$ cat src/rtl/mpmg2p_pkg.sv
// Shared types, constants and B-spline helper for the grid-to-particle
// velocity gradient block. No dependencies.
package mpmg2p_pkg;

    // grid size in cells per axis; nodes run from 0 to CELLS_* inclusive
    localparam int CELLS_X = 15;
    localparam int CELLS_Y = 15;
    localparam int CELLS_Z = 15;
    localparam int NODES_X = CELLS_X + 1;
    localparam int NODES_Y = CELLS_Y + 1;
    localparam int NODES_XY = NODES_X * NODES_Y;

    localparam int STORE_AW = 12;
    localparam int STORE_DEPTH = 1 << STORE_AW;

    // configuration register indexes
    localparam int CFG_IDX_W = 3;
    localparam logic [CFG_IDX_W-1:0] CFG_ORIGIN_X  = 3'd0;
    localparam logic [CFG_IDX_W-1:0] CFG_ORIGIN_Y  = 3'd1;
    localparam logic [CFG_IDX_W-1:0] CFG_ORIGIN_Z  = 3'd2;
    localparam logic [CFG_IDX_W-1:0] CFG_SPACING_X = 3'd3;
    localparam logic [CFG_IDX_W-1:0] CFG_SPACING_Y = 3'd4;
    localparam logic [CFG_IDX_W-1:0] CFG_SPACING_Z = 3'd5;

    localparam logic [30:0] SPACING_RESET = 31'd65536;

    // item modes
    localparam logic MODE_WRITE = 1'b0;
    localparam logic MODE_QUERY = 1'b1;

    typedef struct packed {
        logic               mode;
        logic [11:0]        node_index;
        logic signed [31:0] node_vel_x;
        logic signed [31:0] node_vel_y;
        logic signed [31:0] node_vel_z;
        logic signed [31:0] pos_x;
        logic signed [31:0] pos_y;
        logic signed [31:0] pos_z;
    } g2p_in_t;

    typedef struct packed {
        logic signed [31:0] dvx_dx;
        logic signed [31:0] dvy_dx;
        logic signed [31:0] dvz_dx;
        logic signed [31:0] dvx_dy;
        logic signed [31:0] dvy_dy;
        logic signed [31:0] dvz_dy;
        logic signed [31:0] dvx_dz;
        logic signed [31:0] dvy_dz;
        logic signed [31:0] dvz_dz;
    } g2p_out_t;

    typedef struct packed {
        logic signed [31:0] x;
        logic signed [31:0] y;
        logic signed [31:0] z;
    } vel_t;

    // one node's weight N (Q0.16, unsigned) and slope G (Q1.16, signed)
    typedef struct packed {
        logic [15:0]        n;
        logic signed [17:0] g;
    } bsw_t;

    // quadratic B-spline of a normalized offset d, |d| below 1.5 cells
    function automatic bsw_t bspline(input logic signed [17:0] d);
        logic [16:0] x;
        logic [16:0] r;
        logic [33:0] sq;
        bsw_t        w;
        x = d[17] ? 17'(-d) : d[16:0];
        r = 17'd98304 - x;
        w.n = '0;
        w.g = '0;
        if (x < 17'd32768) begin
            sq  = 34'(x) * 34'(x);
            w.n = 16'd49152 - sq[31:16];
            w.g = -(d <<< 1);
        end else if (x < 17'd98304) begin
            sq  = 34'(r) * 34'(r);
            w.n = sq[32:17];
            w.g = (!d[17] && d != 18'sd0) ? -$signed({1'b0, r}) : $signed({1'b0, r});
        end else begin
            sq = '0;
        end
        return w;
    endfunction

    function automatic logic signed [31:0] sat32(input logic signed [63:0] q);
        logic signed [31:0] r;
        if (q > 64'sd2147483647) begin
            r = 32'sh7FFFFFFF;
        end else if (q < -64'sd2147483648) begin
            r = 32'sh80000000;
        end else begin
            r = q[31:0];
        end
        return r;
    endfunction

endpackage

$ cat src/rtl/mpmg2p_div.sv
// Bit-serial signed floor divider: 64-bit dividend by a positive 39-bit divisor.
// Depends on mpmg2p_pkg.
module mpmg2p_div
    import mpmg2p_pkg::*;
(
    input  logic               aclk,
    input  logic               aresetn,
    input  logic               start,
    input  logic signed [63:0] dividend,
    input  logic [38:0]        divisor,
    output logic               done,
    output logic signed [63:0] quotient
);

    logic        busy_reg, busy_next;
    logic        fin_reg, fin_next;
    logic        done_reg, done_next;
    logic [5:0]  cnt_reg;
    logic [38:0] rem_reg;
    logic [63:0] quo_reg;
    logic [38:0] dvs_reg;
    logic        neg_reg;
    logic signed [63:0] q_reg;

    logic [39:0] shl;
    logic [39:0] diff;
    logic        ge;

    assign shl  = {rem_reg, quo_reg[63]};
    assign diff = shl - {1'b0, dvs_reg};
    assign ge   = shl >= {1'b0, dvs_reg};

    always_comb begin
        busy_next = busy_reg;
        fin_next  = 1'b0;
        done_next = 1'b0;
        if (start) begin
            busy_next = 1'b1;
        end else if (busy_reg && cnt_reg == 6'd0) begin
            busy_next = 1'b0;
            fin_next  = 1'b1;
        end
        if (fin_reg) begin
            done_next = 1'b1;
        end
    end

    always_ff @(posedge aclk) begin
        if (!aresetn) begin
            busy_reg <= 1'b0;
            fin_reg  <= 1'b0;
            done_reg <= 1'b0;
        end else begin
            busy_reg <= busy_next;
            fin_reg  <= fin_next;
            done_reg <= done_next;
        end
    end

    always_ff @(posedge aclk) begin
        if (start) begin
            cnt_reg <= 6'd63;
            rem_reg <= '0;
            quo_reg <= dividend[63] ? 64'(-dividend) : 64'(dividend);
            neg_reg <= dividend[63];
            dvs_reg <= divisor;
        end else if (busy_reg) begin
            cnt_reg <= cnt_reg - 6'd1;
            rem_reg <= ge ? diff[38:0] : shl[38:0];
            quo_reg <= {quo_reg[62:0], ge};
        end
        // floor: a negative quotient with a remainder rounds one further down
        if (fin_reg) begin
            q_reg <= neg_reg ? $signed(~quo_reg + {63'd0, rem_reg == 39'd0})
                             : $signed(quo_reg);
        end
    end

    assign done     = done_reg;
    assign quotient = q_reg;

endmodule

$ cat config.mk
export PLATFORM = sky130hd
export DESIGN_NAME = mpmg2p_div
export DESIGN_NICKNAME = d
export VERILOG_FILES = /design/src/rtl/mpmg2p_pkg.sv /design/src/rtl/mpmg2p_div.sv
export SDC_FILE = /design/constraint.sdc
export NUM_CORES = 1
export LEC_CHECK = 0
export ABC_AREA = 1
export BUFFER_PORTS_ARGS = -buffer_cell sky130_fd_sc_hd__clkbuf_2
export CORE_MARGIN = 2
export CORE_UTILIZATION = 35
export DETAILED_ROUTE_END_ITERATION = 12
export SETUP_SLACK_MARGIN = 0.02
export SYNTH_ARGS = -nofsm -noshare
export SYNTH_HDL_FRONTEND = slang
export SYNTH_SLANG_ARGS = --single-unit
$ cat constraint.sdc
create_clock -name aclk -period 2.5 [get_ports aclk]
set_input_delay 0.5 -clock aclk [delete_from_list [all_inputs] [get_ports aclk]]
set_output_delay 0.5 -clock aclk [all_outputs]
set_load 0.01 [all_outputs]
* Yosys cells after proc, flatten, opt, wreduce, memory -nomap -nowiden
Cells that the tools add are included.
** Operators by class
- $add $sub $neg :: 4
- Mux-type cells :: 9
- $lt $le $gt $ge :: 1
- Bitwise logic cells :: 2
- Reductions and logical operators :: 6
** Operators with widths (number)
- $mux W64 :: 4
- $add A64 B1 Y64 :: 1
- $neg A64 Y64 :: 1
- $not A64 Y64 :: 1
- $ge A40 B39 Y1 :: 1
- $logic_not A39 Y1 :: 1
- $mux W39 :: 1
- $sub A39 B39 Y39 :: 1
- $logic_not A6 Y1 :: 1
- $sub A6 B1 Y6 const B :: 1
- $mux W1 :: 4
- $reduce_bool A2 Y1 :: 2
- $reduce_or A2 Y1 :: 1
- $logic_and A1 B1 Y1 :: 1
- $not A1 Y1 :: 1
** Word-level totals
- Input port bits :: 106
- Output and inout port bits :: 65
- Register bits :: 216
- Word-level logic and storage cells :: 31

* Logic depth before layout (Yosys ltp)
- Depth after elaboration :: 4
- Mapped depth :: 17
- Gate-level depth less buffers :: 16

* Worst setup path after synthesis
Ideal clock, no wire load.
- Path type :: register to register
- From :: reg rem_reg[16]
- To :: reg q_reg[30] (netlist: quotient[30]), data pin
- Stages on the path, launching flop included :: 13
- Data arrival time :: 2.395 ns
- Data required time :: 2.238 ns
- Setup slack :: -0.157 ns
- Path buffers :: 0
- Setup time :: 0.262 ns
- Clock period less this slack :: 2.657 ns
- Cells stage by stage :: dfxtp_1 > nor4_1 > nand4_1 > nor3_1 > ha_1 > ha_1 > nand3_1 > nor2_1 > nand2_1 > or3_1 > nor2_1 > a21oi_1 > xor2_1
** Between the ends
- Longest elaborated chain between the ends :: 3
** RTL lines
- from (decl) :: line mpmg2p_div.sv:19 : logic [38:0] rem_reg;
- from (signal assigned) :: line mpmg2p_div.sv:69 : rem_reg <= ge ? diff[38:0] : shl[38:0];
- $logic_not A39 Y1 :: line mpmg2p_div.sv:74 : q_reg <= neg_reg ? $signed(~quo_reg + {63'd0, rem_reg == 39'd0})
- $add A64 B1 Y64 :: line mpmg2p_div.sv:74
- $mux W64 :: line mpmg2p_div.sv:74
- to (signal assigned) :: line mpmg2p_div.sv:74
- to (decl) :: line mpmg2p_div.sv:23 : logic signed [63:0] q_reg;
Every way passes these cells.
A chain may end at the register's enable or synchronous reset.

* Worst setup path after layout
- From :: reg rem_reg[19]
- To :: reg q_reg[22] (netlist: quotient[22]), data pin
The elaborated chain is that of the path after synthesis.

==> run summary <==
run status -> finished, violations left
failing checks -> setup timing
Setup crit start kind -> register
Final Hold Fails -> 0
Hold WS -> 0.121 ns
vias in the first global route -> 15.4k
Hold Path Origin -> divisor[38]
Slowest-stage cell, CP -> or3_4
dpl hpwl -> 43000 µm
WHS Endpoint -> dvs_reg[38]$_DFFE_PP_
overall routing resource usage -> 23.1%
Final WS setup -> -0.440 ns
nets -> 2692
die extent in x -> 213 µm
Reg2Reg Depth -> 15
Filler cells -> 4528
CTS root buf -> clkbuf_16
r2r startpoint -> rem_reg[19]$_SDFFE_PP0P_
CTS H-Tree Depth -> 1
worst-margin pin slew -> 0.539 ns
Worst Hold Class -> in -> reg
Num CTS Buffers -> 26
fin crit period -> 2.94 ns
antenna violations before repair -> 0
GR Overflow Total -> 0
Peak VDD IR -> 0.523 mV
unrepaired setup endpoints after global routing -> yes
clock skew -> 0.0245 ns
TritonCTS clock tree -> built
sequential area share after synthesis -> 39.1%
crit share post-route -> 118%
post-route ant nets -> 0
Row Count -> 76
largest net degree at the start of global routing -> 66
Top FF cell, synth -> edfxtp_1
Clock Pin Slew Worst Setup and Hold Paths -> 0.06 ns
RePlAce Congestion -> 0.950
drt wl/cell -> 16.8 µm
Storage cell area -> 6010 µm²
post-synth top area share -> 32.9%
MaxCap Viol Count -> 0
Port Buffers -> 170
initial core utilization -> 35.5%
CP Data Arrival Time -> 3.24 ns
Yosys reg bits -> 216
share of flip-flops with an asynchronous set or reset -> 0%
worst stage delay on the critical path -> 0.36 ns
Die Y -> 213 µm
cell area after synthesis -> 15300 µm²
Max transition margin -> 63.7%
die area -> 45500 µm²
most common cell in the netlist -> nand2_1
f_max -> 340 MHz
# DRC -> 0
n_diodes -> 0
Bufs on Longest Clock Path -> 3
Avg Synthesized Cell Area -> 6.89 µm²
Cells after Synth -> 2227
Area growth syn-to-layout -> 27.1%
global-route wire length before repair -> 81500 µm
Cell Count, Final, Fillers Out -> 3146
Synth area leaders -> edfxtp_1 33%, nand2_1 18%, nor2_1 8.3%
Synth area leader -> edfxtp_1
Synth cell types -> 45
synth cell count leaders -> 745 x nand2_1, 341 x nor2_1, 288 x inv_1
routed via count -> 15.1k
Hold Buf Count CTS -> 0
number of flops mapped to enable cells by yosys -> 168
initial DRC count -> 1000
CTS Sinks -> 216
share of layout cells above drive strength 1 -> 19.4%
Cells after DPL -> 3086
Hold Path Depth -> 1
CP Max Fanout -> 3
yosys warns -> 0
final wirelength -> 52900 µm
R2R Setup Slk -> -0.44 ns
IO Pins -> 171
drt via density -> 4.81
power per cell area -> 498 nW/µm²
Tot Pwr -> 9710 µW
crit-path cells -> nor4_4 -> buf_4 -> nand4_1 -> buf_6 -> nor3_4 -> buf_6 -> ha_4 -> ha_4 -> nand3_4 -> nor2_4 -> nand2_2 -> or3_4 -> nor2_4 -> nor2_1 -> xor2_1
Core Region -> 43200 µm²
Critical Path End Type -> register
CP required -> 2.80 ns
Mapped Nets -> 2378
Crit Path Category -> reg -> reg
Slew Viols, Final -> 0
DRT Pass-1 Iters -> 5
area of the multi-input gates -> 8600 µm²
final setup violation count -> 55
clock latency on the worst-skew pair -> 0.55 ns
Pleak -> 0.00898 µW
r2r endpoint -> quotient[22]$_DFFE_PP_
==> stage by stage <==
stage / cell area, µm² / setup TNS, ns / setup WS (ns) / util, %
after floorplan: 15400 / -0.00125 / -0.00125 / -
after global placement: 18000 / -23.21 / -0.656 / 41.7
after detailed placement: 18000 / -24.07 / -0.673 / 41.7
after CTS: 19300 / -12.44 / -0.402 / 44.6
after global routing: 19500 / -21.12 / -0.558 / 45.2
final: 19500 / -13.96 / -0.440 / 45.2
==> worst max-delay path: cells and delay by family (launching register included) <==
kind | cells | cell delay (ns)
buffers and inverters | 3 | 0.45
AND/OR/NAND/NOR | 9 | 1.45
XOR/XNOR | 1 | 0.15
adder cells (fa/ha/maj) | 2 | 0.28
flip-flops | 1 | 0.33
==> layer usage <==
metal	vias to the layer above	part of all wire (%)	global-route usage (%)
met5	-	0	0
met4	0	3.7	8.74
met3	94	4.0	2.36
met2	325	52	44.2
met1	6989	40	26.4
li1	7738	-	-
==> where the power goes <==
part	switching, µW	internal (µW)	total [µW]
registers	151	4140	4290
clock network	1510	2230	3740
logic	1060	617	1670
total	2720	6990	9710
==> cell type report <==
cell class                 count  area share, %
clock inverter                13          0.597
tap                          585           3.75
sequential                   216           30.8
inverter                     290           5.60
timing repair buffer         334           11.4
multi-input combinational   1673           44.1
clock buffer                  35           3.72
==> worst max path at each step <==
stage                                   startpoint                endpoint  cells past startpoint
final                     rem_reg[19]$_SDFFE_PP0P_  quotient[22]$_DFFE_PP_                     15
after global routing      rem_reg[19]$_SDFFE_PP0P_  quotient[30]$_DFFE_PP_                     15
after CTS                 rem_reg[16]$_SDFFE_PP0P_  quotient[52]$_DFFE_PP_                     15
after detailed placement  rem_reg[19]$_SDFFE_PP0P_  quotient[52]$_DFFE_PP_                     15
after global placement    rem_reg[19]$_SDFFE_PP0P_  quotient[52]$_DFFE_PP_                     15
after floorplan           rem_reg[31]$_SDFFE_PP0P_  quotient[30]$_DFFE_PP_                     12
==> cells by family (layout without fill, tap and decap cells) <==
family          Yosys count  count (layout)  synth area share [%]
simple gates           1336            1336                  35.7
fa+ha+maj                45              45                  3.72
flops                   216             216                  39.1
xor+xnor                121             121                  6.91
compound gates          171             171                  6.08
buf+inv                 338             672                  8.48
==> what timing repair did <==
item | 4_1_cts | 5_1_grt
pin swaps | 40 | 26
setup endpoints to repair | 60 | 98
buffers inserted | 11 | 6
gates resized for setup | 90 | 54
==> cells in the final DEF, fill, tap and decap left out, types with 8 or more instances in the layout <==
master | netlist | routed
inv_1 | 288 | 283
nand2_2 | 3 | 18
clkbuf_2 | 0 | 169
nor2_1 | 341 | 321
dfxtp_1 | 48 | 43
a21oi_1 | 40 | 35
nor2_4 | 1 | 15
buf_4 | 4 | 146
buf_6 | 2 | 11
edfxtp_1 | 168 | 168
xor2_1 | 91 | 91
xnor2_1 | 30 | 28
nand4_1 | 39 | 39
nand2_1 | 745 | 726
o21ai_0 | 91 | 77
o21ai_1 | 9 | 17
ha_4 | 0 | 8
nor2_2 | 11 | 17
ha_1 | 44 | 32
buf_12 | 0 | 8
nor4_1 | 17 | 13
clkbuf_16 | 0 | 27
o21bai_1 | 10 | 9
nand3_1 | 130 | 123
nor3_1 | 30 | 23
No activity file was read; power rests on OpenSTA's default activity.
